===== config.mk =====
export PLATFORM = sky130hd
export DESIGN_NAME = alm_quant
export DESIGN_NICKNAME = d
export VERILOG_FILES = /design/src/rtl/alm_pkg.sv /design/src/rtl/alm_quant.sv
export SDC_FILE = /design/constraint.sdc
export NUM_CORES = 1
export LEC_CHECK = 0
export ABC_AREA = 1
export BUFFER_PORTS_ARGS = -buffer_cell sky130_fd_sc_hd__buf_2
export CORE_MARGIN = 1.5
export CORE_UTILIZATION = 49
export CTS_CLUSTER_DIAMETER = 120
export CTS_CLUSTER_SIZE = 28
export DETAILED_ROUTE_END_ITERATION = 12
export PLACE_DENSITY_LB_ADDON = 0.25
export SLEW_MARGIN = 20
export SYNTH_ARGS = -nofsm -noshare
export SYNTH_HDL_FRONTEND = slang
export SYNTH_SLANG_ARGS = --single-unit

===== constraint.sdc =====
create_clock -name clk_i -period 4.48 [get_ports clk_i]
set_input_delay 0.896 -clock clk_i [delete_from_list [all_inputs] [get_ports clk_i]]
set_output_delay 0.896 -clock clk_i [all_outputs]
set_load 0.05 [all_outputs]

===== src/rtl/alm_pkg.sv =====
// ----------------------------------------------------------------------------
// ASCII-art luma mapper package
// Shared constants, the character ramp and the control struct that the
// top level hands to the quantizer.
// ----------------------------------------------------------------------------
package alm_pkg;

  localparam int unsigned RgbW      = 8;
  localparam int unsigned LumaW     = 24;
  localparam int unsigned SumW      = 25;
  localparam int unsigned ScaledW   = 32;
  localparam int unsigned CharW     = 7;
  localparam int unsigned IdxW      = 7;
  localparam int unsigned WidthW    = 11;
  localparam int unsigned HeightW   = 12;
  localparam int unsigned CfgIdxW   = 2;
  localparam int unsigned CfgDataW  = 12;

  // Luma weights in Q0.16; they sum to 65536.
  localparam logic [15:0] LUMA_WR = 16'd19595;
  localparam logic [15:0] LUMA_WG = 16'd38470;
  localparam logic [15:0] LUMA_WB = 16'd7471;

  // Index of the last ramp character and the rounding bias (255 * 65536).
  localparam logic [IdxW-1:0]    RAMP_LAST  = 7'd69;
  localparam logic [ScaledW-1:0] ROUND_BIAS = 32'd16711680;

  localparam logic [CharW-1:0] CHAR_NEWLINE = 7'd10;

  // Configuration register indexes.
  localparam logic [CfgIdxW-1:0] REG_IMAGE_WIDTH  = 2'd0;
  localparam logic [CfgIdxW-1:0] REG_IMAGE_HEIGHT = 2'd1;

  localparam logic [WidthW-1:0]  WIDTH_RESET  = 11'd80;
  localparam logic [HeightW-1:0] HEIGHT_RESET = 12'd48;

  // Seventy-character ramp from darkest to lightest glyph.
  localparam logic [CharW-1:0] RAMP_CHARS [0:69] = '{
    7'd36,  7'd64,  7'd66,  7'd37,  7'd56,  7'd38,  7'd87,  7'd77,  7'd35,  7'd42,
    7'd111, 7'd97,  7'd104, 7'd107, 7'd98,  7'd100, 7'd112, 7'd113, 7'd119, 7'd109,
    7'd90,  7'd79,  7'd48,  7'd81,  7'd76,  7'd67,  7'd74,  7'd85,  7'd89,  7'd88,
    7'd122, 7'd99,  7'd118, 7'd117, 7'd110, 7'd120, 7'd114, 7'd106, 7'd102, 7'd116,
    7'd47,  7'd92,  7'd124, 7'd40,  7'd41,  7'd49,  7'd123, 7'd125, 7'd91,  7'd93,
    7'd63,  7'd45,  7'd95,  7'd43,  7'd126, 7'd60,  7'd62,  7'd105, 7'd33,  7'd108,
    7'd73,  7'd59,  7'd58,  7'd44,  7'd34,  7'd94,  7'd96,  7'd39,  7'd46,  7'd32
  };

  typedef struct packed {
    logic load_sum;
    logic load_scale;
    logic load_index;
  } quant_ctrl_t;

endpackage


===== src/rtl/alm_quant.sv =====
// ----------------------------------------------------------------------------
// Ramp quantizer
// Turns the two-row luma sum into a ramp index over three registered steps
// and looks up the character.
// ----------------------------------------------------------------------------
module alm_quant
  import alm_pkg::*;
(
  input  logic              clk_i,
  input  quant_ctrl_t       ctrl_i,
  input  logic [LumaW-1:0]  stored_luma_i,
  input  logic [LumaW-1:0]  luma_i,
  output logic [CharW-1:0]  char_code_o
);

  logic [SumW-1:0]    sum_q;
  logic [ScaledW-1:0] scaled_q;
  logic [IdxW-1:0]    index_q;

  logic [14:0]     quot_in;
  logic [IdxW-1:0] quot_lo;
  logic [14:0]     rem;
  logic [IdxW-1:0] quot;
  logic [IdxW-1:0] index_d;

  // Index is floor(scaled / (2^17 * 255)). The shift leaves a value under
  // 2^15; dividing that by 255 via a divide by 256 needs at most one
  // correction step.
  always_comb begin
    quot_in = scaled_q[ScaledW-1:17];
    quot_lo = quot_in[14:8];
    rem     = quot_in - ({quot_lo, 8'h00} - 15'(quot_lo));
    quot    = (rem >= 15'd255) ? quot_lo + 7'd1 : quot_lo;
    index_d = (quot > RAMP_LAST) ? RAMP_LAST : quot;
  end

  always_ff @(posedge clk_i) begin
    if (ctrl_i.load_sum) begin
      sum_q <= SumW'(stored_luma_i) + SumW'(luma_i);
    end
    if (ctrl_i.load_scale) begin
      scaled_q <= ScaledW'(sum_q) * ScaledW'(RAMP_LAST) + ROUND_BIAS;
    end
    if (ctrl_i.load_index) begin
      index_q <= index_d;
    end
  end

  assign char_code_o = RAMP_CHARS[index_q];

endmodule


==> results.md <==
* Status: finished, final reports clean
* Setup bufs post-CTS at 0
* Layout Skew at 0.006562 ns
* Diode count at 0
* Clk buf depth at 2
* CP top delay family: adder cells
* Yosys cell types at 50
* WP data arrival at 3.75 ns
* Final Setup Violations at 0
* Fill cells at 1267
* Hold buffers post-CTS at 0
* Post-route ant nets at 0
* Worst Path Required at 4.52 ns
* Post-DR wirelength/cell at 11.80 um
* Post-synth top area share at 22.39%
* Layout cell share with drive strength beyond 1 at 10.16%
* Worst path buffer plus inverter count at 3
* Slew HR at 56.44%
* Clock Root Buffer: clkbuf_16
* Worst path max stage delay at 0.55 ns
* Syn_nets at 1055
* Starting Density at 50.22%
* Yosys warns at 0
* First-pass DRT Iterations at 5
* # nets final at 1112
* Worst Setup End Kind: flip-flop
* Reg clk slew, reported paths at 0.07 ns
* Largest net degree at the start of global routing at 26
* CP Cell Sequence: inv_1 -> fa_1 -> inv_1 -> fa_1 -> ha_1 -> ha_1 -> nand2_1 -> nor2_1 -> inv_1 -> nor4_1 -> a221oi_1 -> a21boi_0 -> nor2_1
* Fin crit share at 82.88%
* CTS-repair resized insts at 0
* DP HPWL at 11.08 mm
* Final hold slack at 0.7437 ns
* Vias in the first global route at 5201
* Die width at 119.5 um
* Yosys top cell by area: ha_1
* Max H-tree Level at 2
* DR DRC count at 0
* Final Max Tran Viols at 0
* GRT overflow at 0
* Peak fanout along the critical path at 5
* CTS tree: built
* Num ports at 59
* Footprint of the multi-input gates at 0.004556 mm^2
* Fin. Hold Viols at 0
* MaxCap Viol Count at 0
* Post-route minimum period at 3.713 ns
* Post-synth top flop: edfxtp_1
* HP Class: reg -> reg
* Area grow syn2layout at 9.445%
* Ranking of synthesized cells by area: ha_1 (22%), edfxtp_1 (21%), inv_1 (9.7%)
* Cells after Synth at 857
* Die ar. at 0.01428 mm^2
* Critical Path Source Type: flip-flop
* Core ar. at 0.01324 mm^2
* PortBufs at 58
* Crit path top cell by count: inv_1
* Fmax at 269.3 MHz
* Worst-Margin Slew at 0.6534 ns
* Sequential area share after synthesis at 21.22%
* CTS Buf Count at 5
* Register area at 0.001411 mm^2
* Detailed Route Iter0 Violations at 334
* Vias per cell at 5.086
* Most frequent cells after synthesis: inv_1 (171), nand2_1 (155), ha_1 (119)
* Critical path type: reg -> reg
* Antenna violations before repair at 0
* Drt total wl at 12.87 mm
* All-Layer GR Usage at 18.82%
* Asr flop ratio synth at 0%
* Syn avg cell area at 7.760 um^2
* RSZ-0062 raised after global routing: false
* GPL Wtd Cong at 0.9148
* Chip Height at 119.5 um
* Std cell rows at 42
* Setup_tns at 0 ns
* Top-count cell post-synth: inv_1
* Post-synthesis register bit count at 47
* CTS sink count at 47
* Vias at 5549
* First-pass GRT wire length at 22.44 mm
* Post-synth EDFFs at 47
* Post-Syn Area at 0.006650 mm^2
* Slowest CP cell: fa_1
* Worst skew pair latency at 0.29 ns
[cell families (layout without fill, tap and decap cells)]
logic type	count (synthesis)	in the layout	share of synthesized area, %
AOI/OAI and AO/OA	164	164	14.39
buffers and inverters	182	240	10.27
xor gates and xnor gates	32	32	4.214
adders and majority gates	146	146	30.52
and+or+nand+nor	285	285	19.04
DFF	47	47	21.22
muxes	1	1	0.3386
[state kept, by name, summed over array words and instances (netlist names)]
name and flops:
scaled_q 15, index_q 7, sum_q 25
[per-stage QoR]
stage | worst slack (ns) | cell area [um^2] | cells | util, %
after global routing | 0.4928 | 7278 | 1091 | 54.96
after CTS | 0.8348 | 7278 | 1091 | 54.96
final | 0.7669 | 7278 | 1091 | 54.96
after floorplan | 1.164 | 6650 | 857 | -
after global placement | 0.9180 | 7131 | 1083 | 53.85
after detailed placement | 0.8558 | 7131 | 1083 | 53.85
[worst paths after layout]
path                               start                  endpoint  slack, ns  cells past startpoint
setup / recovery     sum_q[16]$_DFFE_PP_    scaled_q[30]$_DFFE_PP_       0.77                     13
hold / removal    scaled_q[27]$_DFFE_PP_  index_q[2]$_SDFFCE_PN1P_       0.74                      4
hold reg to reg   scaled_q[27]$_DFFE_PP_  index_q[2]$_SDFFCE_PN1P_       0.74                      4
setup reg to reg     sum_q[16]$_DFFE_PP_    scaled_q[30]$_DFFE_PP_       0.77                     13
[worst min-delay path, stage by stage (launching register included)]
cell,delay [ns]
edfxtp_1,0.38
xnor2_1,0.09
nand2_2,0.07
nand2_2,0.05
nand2_1,0.06
[per-layer routing]
layer  vias up  global-route usage [%]  routed length [um]
met2       155                   33.55                6119
met5         -                       0                   0
li1       2968                       -                   -
met1      2406                   23.94                5985
met3        20                   2.424                 571
met4         0                   5.208                 197
[layout make-up]
type                            count  area share, %
Tap cell                          176          3.026
Inverter                          174          8.974
Multi-Input combinational cell    628          62.59
Clock buffer                        5          1.719
Sequential cell                    47          19.39
Clock inverter                      3         0.3094
Timing Repair Buffer               58          3.988
[cells in the final DEF, fill, tap and decap left out, types with 2 or more instances in the layout]
cell       instances
inv_1            171
nand3b_1           2
a21o_1             4
buf_2             58
nor4_1             4
edfxtp_1          47
a21oi_2            5
xor2_1            22
nand2_2            4
clkbuf_16          5
ha_1             119
a21oi_1           72
a21boi_0           3
inv_6              2
o21bai_1           5
or2_2              3
xnor2_1           10
nand2_1          155
o21a_1             3
o21ai_0           36
inv_2              2
o221ai_1           3
a31oi_1            5
o31ai_1            2
nor3_1             9
o211ai_1           5
fa_1              27
nand3_2            2
o21ai_1            9
o311ai_0           2
nand3_1           41
nor2_2             3
nand4_1            6
nor2_1            50
Power is left out: the tool's default activity adds up to more than one toggle a clock period on the data nets, which glitch-free logic cannot reach.
