`config.mk`:
```
export PLATFORM = sky130hd
export DESIGN_NAME = alm_luma
export DESIGN_NICKNAME = d
export VERILOG_FILES = /design/src/rtl/alm_pkg.sv /design/src/rtl/alm_luma.sv
export SDC_FILE = /design/constraint.sdc
export NUM_CORES = 1
export LEC_CHECK = 0
export CORE_MARGIN = 1.5
export CORE_UTILIZATION = 60
export DETAILED_ROUTE_END_ITERATION = 6
export DONT_BUFFER_PORTS = 1
export PLACE_DENSITY = 0.73
export SYNTH_ARGS = -nofsm -noshare
export SYNTH_HDL_FRONTEND = slang
export SYNTH_SLANG_ARGS = --single-unit
```
`constraint.sdc`:
```
create_clock -name clk_i -period 6.1 [get_ports clk_i]
set_input_delay 1.22 -clock clk_i [delete_from_list [all_inputs] [get_ports clk_i]]
set_output_delay 1.22 -clock clk_i [all_outputs]
set_load 0.02 [all_outputs]
```
`src/rtl/alm_pkg.sv`:
```
// ----------------------------------------------------------------------------
// ASCII-art luma mapper package
// Shared constants, the character ramp and the control struct that the
// top level hands to the quantizer.
// ----------------------------------------------------------------------------
package alm_pkg;

  localparam int unsigned RgbW      = 8;
  localparam int unsigned LumaW     = 24;
  localparam int unsigned SumW      = 25;
  localparam int unsigned ScaledW   = 32;
  localparam int unsigned CharW     = 7;
  localparam int unsigned IdxW      = 7;
  localparam int unsigned WidthW    = 11;
  localparam int unsigned HeightW   = 12;
  localparam int unsigned CfgIdxW   = 2;
  localparam int unsigned CfgDataW  = 12;

  // Luma weights in Q0.16; they sum to 65536.
  localparam logic [15:0] LUMA_WR = 16'd19595;
  localparam logic [15:0] LUMA_WG = 16'd38470;
  localparam logic [15:0] LUMA_WB = 16'd7471;

  // Index of the last ramp character and the rounding bias (255 * 65536).
  localparam logic [IdxW-1:0]    RAMP_LAST  = 7'd69;
  localparam logic [ScaledW-1:0] ROUND_BIAS = 32'd16711680;

  localparam logic [CharW-1:0] CHAR_NEWLINE = 7'd10;

  // Configuration register indexes.
  localparam logic [CfgIdxW-1:0] REG_IMAGE_WIDTH  = 2'd0;
  localparam logic [CfgIdxW-1:0] REG_IMAGE_HEIGHT = 2'd1;

  localparam logic [WidthW-1:0]  WIDTH_RESET  = 11'd80;
  localparam logic [HeightW-1:0] HEIGHT_RESET = 12'd48;

  // Seventy-character ramp from darkest to lightest glyph.
  localparam logic [CharW-1:0] RAMP_CHARS [0:69] = '{
    7'd36,  7'd64,  7'd66,  7'd37,  7'd56,  7'd38,  7'd87,  7'd77,  7'd35,  7'd42,
    7'd111, 7'd97,  7'd104, 7'd107, 7'd98,  7'd100, 7'd112, 7'd113, 7'd119, 7'd109,
    7'd90,  7'd79,  7'd48,  7'd81,  7'd76,  7'd67,  7'd74,  7'd85,  7'd89,  7'd88,
    7'd122, 7'd99,  7'd118, 7'd117, 7'd110, 7'd120, 7'd114, 7'd106, 7'd102, 7'd116,
    7'd47,  7'd92,  7'd124, 7'd40,  7'd41,  7'd49,  7'd123, 7'd125, 7'd91,  7'd93,
    7'd63,  7'd45,  7'd95,  7'd43,  7'd126, 7'd60,  7'd62,  7'd105, 7'd33,  7'd108,
    7'd73,  7'd59,  7'd58,  7'd44,  7'd34,  7'd94,  7'd96,  7'd39,  7'd46,  7'd32
  };

  typedef struct packed {
    logic load_sum;
    logic load_scale;
    logic load_index;
  } quant_ctrl_t;

endpackage

```
`src/rtl/alm_luma.sv`:
```
// ----------------------------------------------------------------------------
// Luma unit
// Registers the three weighted color products; their sum is the Q8.16 luma.
// ----------------------------------------------------------------------------
module alm_luma
  import alm_pkg::*;
(
  input  logic              clk_i,
  input  logic              load_i,
  input  logic [RgbW-1:0]   red_i,
  input  logic [RgbW-1:0]   green_i,
  input  logic [RgbW-1:0]   blue_i,
  output logic [LumaW-1:0]  luma_o
);

  logic [LumaW-1:0] prod_r_q, prod_g_q, prod_b_q;

  always_ff @(posedge clk_i) begin
    if (load_i) begin
      prod_r_q <= LumaW'(red_i)   * LumaW'(LUMA_WR);
      prod_g_q <= LumaW'(green_i) * LumaW'(LUMA_WG);
      prod_b_q <= LumaW'(blue_i)  * LumaW'(LUMA_WB);
    end
  end

  // The weights sum to 65536, so the total never exceeds 255 * 65536.
  assign luma_o = prod_r_q + prod_g_q + prod_b_q;

endmodule

```
==> summary.md, run 1 <==
| Metric | Value |
|---|---|
| Status | finished clean |
| DR vias/cell | 5.719 |
| Tot GR Track Use | 0.2348 |
| Rows | 45 |
| Final Non-Filler Cells | 1085 |
| Die Y | 127.8 microns |
| Area occupied by multi-input gates | 6761 sq um |
| Crit path largest cell delay | 0.55 ns |
| Critical-path top delay cell | fa_1 |
| Wirelength per Cell | 16.48 microns |
| DP Cell Count | 1070 |
| H-tree Lvls | 3 |
| First-pass GRT wire length | 30230 microns |
| # resized after CTS | 0 |
| Placer Congestion | 0.8641 |
| Mapped Area | 9344 sq um |
| Initial antenna violation count | 0 |
| TritonCTS clock tree | yes |
| CTS buffer count | 9 |
| Syn_area_per_cell | 10.52 sq um |
| Pins Over Slew Limit | 0 |
| Crit path DAT | 5.29 ns |
| # fillers | 1230 |
| Reg area | 2012 sq um |
| Worst-path clk slew | 0.05 ns |
| Number of diodes | 0 |
| Clk sinks | 67 |
| Yosys reg bits | 67 |
| Core area | 15200 sq um |
| Via count | 6205 |
| Slew HR | 0.5699 |
| TritonRoute pass-1 iters | 5 |
| Endpoints failing hold | 0 |
| Post-Syn Instances | 888 |
| Synth Warn # | 0 |
| Critical path capture point type | register |
| Dpl hpwl | 15310 microns |
| RSZ-0062 raised after global routing | no |
| Area of the die | 16330 sq um |
| Nets | 1206 |
| Maximum clock rate | 0.1918 GHz |
| Most common cell after layout, fill and taps aside | ha_1 |
| CP Max Fanout | 6 |
| Critical Path RT | 6.18 ns |
| Post-CTS Setup Bufs | 0 |
| Final design utilization | 0.6463 |
| Max cap viols | 0 |
| Remaining antenna violation count after routing | 0 |
| Commonest cells after routing, fill and taps aside | ha_1 (204), inv_1 (146), fa_1 (83), edfxtp_1 (67), a21oi_1 (51) |
| Async SR Flop Fraction | 0 |
| Slew @ Worst Pin | 0.6406 ns |
| Kind of cell adding the most delay to the critical path | adder cells |
| Crit path time final | 5.214 ns |
| Largest net degree at the start of global routing | 68 |
| Residual DRC | 0 |
| CTS Buffer Depth | 2 |
| Starting DRT DRC Count | 380 |
| Syn-to-layout area delta | 5.155% |
| Starting density of the core | 0.6147 |
| Startpoint Class | primary input |
| Tightest Hold Check Type | in2reg |
| Layout cells sized above 1 | 0.03567 |
| # setup viols final | 0 |
| Die Width | 127.8 microns |
| Clock root buffer | clkbuf_16 |
| Final WL | 17880 microns |
| WP buf/inv | 4 |
| Post-synth EDFFs | 67 |
| Library cells used by synthesis | 59 |
| Ports | 50 |
| Vias in the first global route | 6282 |
| Hold_buf cts | 0 |
| Syn nets | 1201 |
| Gr ovfl total | 0 |
| Sequential share of the synthesized area | 0.2153 |
| Period utilization | 0.8547 |
| Crit path kind | in2reg |
| CP cell instances | fa_1 > inv_1 > fa_1 > inv_1 > fa_1 > inv_1 > fa_1 > inv_1 > ha_1 > o21a_1 > o21ai_0 > nand2b_1 > a41oi_2 > o221ai_2 > a2111oi_2 > nor3_1 |
| Post-Route Setup TNS | 0 ns |
| Leading register cell type out of synthesis | edfxtp_1 |
| Port Buffers | 0 |
==> cells in the mapped netlist (2+ instances only) <==
master	count	area share
a2111oi_0	2	0.0019
a2111oi_4	2	0.0059
a211oi_1	6	0.0048
a21o_1	24	0.019
a21oi_1	51	0.027
a31oi_1	4	0.0027
a41oi_2	2	0.0035
and2_1	6	0.0040
and3_1	2	0.0013
clkbuf_1	5	0.0020
edfxtp_1	67	0.22
fa_1	83	0.18
ha_1	204	0.27
inv_1	146	0.059
nand2_1	23	0.0092
nand2b_1	10	0.0067
nand3_1	12	0.0064
nand3b_1	4	0.0032
nand4_1	8	0.0054
nand4b_1	4	0.0037
nor2_1	29	0.012
nor2b_1	9	0.0060
nor3_1	19	0.010
nor4_1	3	0.0020
o2111ai_1	2	0.0019
o211ai_1	7	0.0056
o21a_1	5	0.0040
o21ai_0	22	0.012
o21ai_1	14	0.0075
o21ai_2	3	0.0028
o21bai_1	14	0.011
o31a_1	2	0.0019
or3_1	2	0.0013
or4_1	2	0.0016
xnor2_1	46	0.043
xor2_1	21	0.020
==> worst paths after layout <==
check / start / end / depth (start not counted)
worst max-delay path: blue_i[5] / prod_b_q[18] / 16
worst min-delay path: red_i[0] / prod_r_q[0] / 0
==> routing by layer <==
metal,vias up,GRT usage,routed length [microns]
met5,-,0,0
met4,0,0.06279,308
met3,25,0.03631,630
met2,91,0.3934,8492
met1,2962,0.3197,8451
li1,3127,-,-
==> registers in the layout, summed over array words and instances (netlist names) <==
signal	count
prod_b_q	21
prod_g_q	23
prod_r_q	23
==> kinds of logic (layout without fill, tap and decap cells) <==
logic type,after synthesis,after routing,synth area share
buffers and inverters,152,161,0.06106
AOI/OAI and AO/OA,177,177,0.1324
DFF,67,67,0.2153
muxes,1,1,0.001071
adders and majority gates,287,287,0.4510
xor gates and xnor gates,67,67,0.06280
and+or+nand+nor,137,137,0.07633
==> area by class of cell <==
cell class / instances / share of cell area
Tap cell: 188 / 0.02394
Clock inverter: 6 / 0.004457
Clock buffer: 9 / 0.02292
Inverter: 146 / 0.05577
Sequential cell: 67 / 0.2048
Multi-Input combinational cell: 669 / 0.6881
==> metrics by stage <==
| stage | hold slack [ns] | area (sq um) | worst slack [ns] |
|---|---|---|---|
| 2_1_floorplan | 1.319 | 9344 | 0.7117 |
| 3_3_place_gp | 1.319 | 9557 | 0.5455 |
| 3_5_place_dp | 1.319 | 9557 | 0.5295 |
| 4_1_cts | 0.9659 | 9826 | 0.8778 |
| 5_1_grt | 0.9606 | 9826 | 0.5799 |
| 6_report | 0.9772 | 9826 | 0.8862 |
Power of run 1 is left out: the tool's default activity adds up to more than one toggle a clock period on the data nets, which glitch-free logic cannot reach.
==> run 2: changes to the inputs <==
ABC_AREA = 1   (was default)
==> run 2 against run 1 <==
Non-clock buffer count did not move. Cell count is 43% higher. Flip-flop and latch count unchanged. Via count grew 31%. Maximum frequency grew 13%. Area after synthesis rose by 11%. Synthesized cell count grew 48%. Sequential share of layout area down 2.1 points.
==> summary.md, run 2 <==
| Metric | Value |
|---|---|
| Post-Syn Instances | 1313 |
| Slew @ Worst Pin | 0.4846 ns |
| Initial antenna violation count | 0 |
| Worst Hold Slack | 0.9835 ns |
| Crit path time final | 4.612 ns |
| Port Buffers | 0 |
| CTS Buffer Depth | 2 |
| Layout cells sized above 1 | 0.03389 |
| Crit path largest cell delay | 0.56 ns |
| Synth cell count leaders | nand2_1 (366), inv_1 (287), ha_1 (204) |
| Post-CTS Setup Bufs | 0 |
| Remaining antenna violation count after routing | 0 |
| Synth Warn # | 0 |
| # setup viols final | 0 |
| Rows | 47 |
| Kind of cell adding the most delay to the critical path | adder cells |
| H-tree Lvls | 3 |
| Syn-to-layout area delta | 5.381% |
| Starting density of the core | 0.6202 |
| DP Cell Count | 1533 |
| Placer Congestion | 0.9182 |
| Ports | 50 |
| Max cap viols | 0 |
| # resized after CTS | 0 |
| Area of the die | 18120 sq um |
| CP cell instances | fa_1 > inv_1 > fa_1 > inv_1 > fa_1 > inv_1 > fa_1 > inv_1 > ha_1 > a21oi_1 > nand2_1 > nand2_1 > nand3_2 > nand2_1 > nand2_1 > nand2_1 > nand2_1 |
| Final Non-Filler Cells | 1548 |
| Status | finished clean |
| Reg area | 2012 sq um |
| WP buf/inv | 4 |
| Starting DRT DRC Count | 478 |
| Area occupied by multi-input gates | 7297 sq um |
| RSZ-0062 raised after global routing | no |
| Mapped Area | 10390 sq um |
| Nets | 1637 |
| Via count | 8124 |
| Post-Route Setup TNS | 0 ns |
| Crit path kind | in2reg |
| TritonCTS clock tree | yes |
| Final WL | 22480 microns |
| Vias in the first global route | 8165 |
| Maximum clock rate | 0.2168 GHz |
| Critical-path top delay cell | fa_1 |
| Final instance area | 10950 sq um |
| Share of the synthesized area in the top cell type | 0.2456 |
| Core area | 16760 sq um |
| Residual DRC | 0 |
| Die Y | 134.6 microns |
| Commonest cells after routing, fill and taps aside | nand2_1 (366), inv_1 (287), ha_1 (204), fa_1 (83), nor2_1 (73) |
| Gr ovfl total | 0 |
| Biggest regs | prod_g_q: 23 flops, prod_r_q: 23 flops, prod_b_q: 21 flops |
| Pins Over Slew Limit | 0 |
| Clock root buffer | clkbuf_16 |
| TritonRoute pass-1 iters | 6 |
| Critical Path RT | 6.19 ns |
| Sequential share of the synthesized area | 0.1936 |
| Largest net degree at the start of global routing | 68 |
| Slew HR | 0.6758 |
| Placed cell areas | 10670 sq um |
| Number of diodes | 0 |
| Async SR Flop Fraction | 0 |
| Most common cell after layout, fill and taps aside | nand2_1 |
| First-pass GRT wire length | 38760 microns |
| Hold_buf cts | 0 |
| Crit path DAT | 4.70 ns |
| Syn_area_per_cell | 7.916 sq um |
| Post-synth EDFFs | 67 |
| Endpoints failing hold | 0 |
| Leading register cell type out of synthesis | edfxtp_1 |
| Die Width | 134.6 microns |
| Ranking of synthesized cells by area | ha_1 (25%), edfxtp_1 (19%), fa_1 (16%) |
| DR vias/cell | 5.248 |
| Post-synth top area cell | ha_1 |
| # fillers | 1505 |
| Dpl hpwl | 19940 microns |
| Crit-path most repeated cell | nand2_1 |
| Most common cell in the netlist | nand2_1 |
| Startpoint Class | primary input |
| CP Max Fanout | 6 |
| Tot GR Track Use | 0.2717 |
| Period utilization | 0.7560 |
| Syn nets | 1626 |
| Clk sinks | 67 |
| Worst-path clk slew | 0.06 ns |
| Yosys reg bits | 67 |
| Wirelength per Cell | 14.52 microns |
| Library cells used by synthesis | 29 |
| CTS buffer count | 9 |
| Critical path capture point type | register |
| Tightest Hold Check Type | in2reg |
-- run 2: changes by cell type after synthesis, sizes merged, moves of 10 or more --
cell	previous run	this run
nand2	23	373
inv	146	289
nand3	12	66
nor2	29	80
xnor2	46	9
a21o	24	1
o21ai	39	21
o21bai	14	1
nor3	20	8
a21oi	52	63
nand2b	10	0
xor2	21	31
-- run 2: path summary, 6_finish.rpt --
kind / cells after the start / to / startpoint
hold / removal: 0 / prod_g_q[1] / green_i[0]
setup / recovery: 17 / prod_b_q[20] / blue_i[5]
-- run 2: metal layers --
metal / track usage / share of wire / vias up
li1: - / - / 4146
met1: 0.3578 / 0.45 / 3745
met2: 0.4604 / 0.47 / 198
met3: 0.04917 / 0.058 / 35
met4: 0.07826 / 0.024 / 0
met5: 0 / 0 / -
-- run 2: cell families (layout without fill, tap and decap cells) --
group                    Yosys count  count (layout)  synth area share
AO/OA/AOI/OAI                     88              88           0.04550
XOR/XNOR                          40              40           0.03371
adder cells (fa/ha/maj)          287             287            0.4054
buffers and inverters            289             304            0.1044
flip-flops                        67              67            0.1936
AND/OR/NAND/NOR                  542             542            0.2174
-- run 2: per-stage QoR --
step,util,setup WS [ns]
6_report,0.6535,1.488
5_1_grt,0.6535,1.314
4_1_cts,0.6535,1.515
3_5_place_dp,0.6366,1.164
3_3_place_gp,0.6366,1.255
2_1_floorplan,-,1.404
-- run 2: cell type report --
type,instances,area share
well taps,220,0.02513
clock buffers,10,0.02090
clock inverters,5,0.005026
inverters,289,0.09904
flip-flops and latches,67,0.1837
multi-input cells,957,0.6662
Power of run 2 is left out for the same reason.
==> run 3: changes to the inputs <==
clock period = 4.65 ns   (was 6.1 ns; I/O delays follow)
==> run 3 against run 2 <==
Sequential share of layout area about the same. Non-clock buffer count did not move. Critical endpoint unchanged. First-iteration DRC count increased by 3.1%. Die area unchanged. Via count decreased by 0.71%. Largest cell class unchanged. Highest routed layer unchanged.
==> summary.md, run 3 (synthesis gave the netlist of run 2 again) <==
| Metric | Value |
|---|---|
| Status | finished clean |
| Number of diodes | 0 |
| Starting density of the core | 0.6202 |
| Tot GR Track Use | 0.2702 |
| RSZ-0062 raised after global routing | no |
| Kind of cell adding the most delay to the critical path | adder cells |
| Core area | 16760 sq um |
| Remaining antenna violation count after routing | 0 |
| Tightest Hold Check Type | in2reg |
| Residual DRC | 0 |
| Hold Path End | prod_g_q[1] |
| Initial antenna violation count | 0 |
| Most common cell after layout, fill and taps aside | nand2_1 |
| Largest net degree at the start of global routing | 68 |
| # setup viols final | 0 |
| Critical Path RT | 4.74 ns |
| DR vias/cell | 5.207 |
| Crit path largest cell delay | 0.56 ns |
| Area of the die | 18120 sq um |
| CP Max Fanout | 6 |
| CP cell instances | fa_1 > inv_1 > fa_1 > inv_1 > fa_1 > inv_1 > fa_1 > inv_1 > ha_1 > a21oi_1 > nand2_1 > nand2_1 > nand3_2 > nand2_1 > nand2_1 > nand2_1 > nand2_1 |
| Die Y | 134.6 microns |
| First-pass GRT wire length | 38610 microns |
| Crit path kind | in2reg |
| Gr ovfl total | 0 |
| Maximum clock rate | 0.2320 GHz |
| Ports | 50 |
| Reg area | 2012 sq um |
| Wirelength per Cell | 14.50 microns |
| Vias in the first global route | 8054 |
| Hold_buf cts | 0 |
| Clock root buffer | clkbuf_16 |
| Pins Over Slew Limit | 0 |
| # resized after CTS | 0 |
| Biggest regs | prod_g_q: 23 flops, prod_r_q: 23 flops, prod_b_q: 21 flops |
| Slew HR | 0.6756 |
| Hold Crit Start | green_i[0] |
| Crit path time final | 4.310 ns |
| Worst-path clk slew | 0.06 ns |
| # fillers | 1483 |
| Endpoints failing hold | 0 |
| CTS Buffer Depth | 2 |
| Period utilization | 0.9269 |
| Critical path capture point type | register |
| Placer Congestion | 0.9182 |
| Nets | 1637 |
| WHS Path Cells | 0 |
| Crit path DAT | 4.40 ns |
| Commonest cells after routing, fill and taps aside | nand2_1 (366), inv_1 (287), ha_1 (204), fa_1 (83), nor2_1 (73) |
| WP buf/inv | 4 |
| Slew @ Worst Pin | 0.4849 ns |
| Layout cells sized above 1 | 0.03386 |
| TritonCTS clock tree | yes |
| Critical-path top delay cell | fa_1 |
| Starting DRT DRC Count | 493 |
| Rows | 47 |
| Clk sinks | 67 |
| Die Width | 134.6 microns |
| Syn-to-layout area delta | 5.634% |
| Max cap viols | 0 |
| Area occupied by multi-input gates | 7297 sq um |
| Via count | 8066 |
| TritonRoute pass-1 iters | 5 |
| Crit-path most repeated cell | nand2_1 |
| CTS buffer count | 9 |
| Post-CTS Setup Bufs | 0 |
| H-tree Lvls | 3 |
| Startpoint Class | primary input |
| Port Buffers | 0 |
| Post-Route Setup TNS | 0 ns |
| Final WL | 22450 microns |
| Dpl hpwl | 19860 microns |
==> run 3: cell types whose count changed in the layout (fill, tap and decap cells not counted) <==
cell        delta
bufinv_16      +1
clkinvlp_4     -1
clkbuf_1       +1
==> run 3: layout make-up <==
cell class,instances,area share
Clock inverter,5,0.007066
Sequential cell,67,0.1832
Multi-Input combinational cell,957,0.6646
Clock buffer,11,0.02120
Tap cell,220,0.02507
Inverter,289,0.09880
==> run 3: per-stage QoR <==
stage	cell area (sq um)	worst slack (ns)	utilization	hold WS, ns	cells
after floorplan	10390	0.2443	-	1.029	1313
after global placement	10670	0.09469	0.6366	1.030	1533
after detailed placement	10670	0.01290	0.6366	1.030	1533
after CTS	10980	0.3676	0.6551	0.6839	1549
after global routing	10980	0.1843	0.6551	0.6794	1549
final	10980	0.3399	0.6551	0.6921	1549
==> run 3: how the worst max path moves through the flow <==
stage / slack (ns) / start / cells past startpoint / to
after floorplan: 0.24 / blue_i[5] / 17 / prod_b_q[20]
after global placement: 0.09 / blue_i[5] / 17 / prod_b_q[20]
after detailed placement: 0.01 / blue_i[5] / 17 / prod_b_q[20]
after CTS: 0.37 / blue_i[5] / 17 / prod_b_q[20]
after global routing: 0.18 / blue_i[5] / 17 / prod_b_q[20]
final: 0.34 / blue_i[5] / 17 / prod_b_q[20]
==> run 3: metal layers <==
metal | wire length, microns | global-route usage | share of wire
met3 | 1067 | 0.02853 | 0.048
met4 | 255 | 0.05854 | 0.011
met1 | 10380 | 0.3649 | 0.46
met2 | 10750 | 0.4721 | 0.48
met5 | 0 | 0 | 0
Power of run 3 is left out for the same reason.
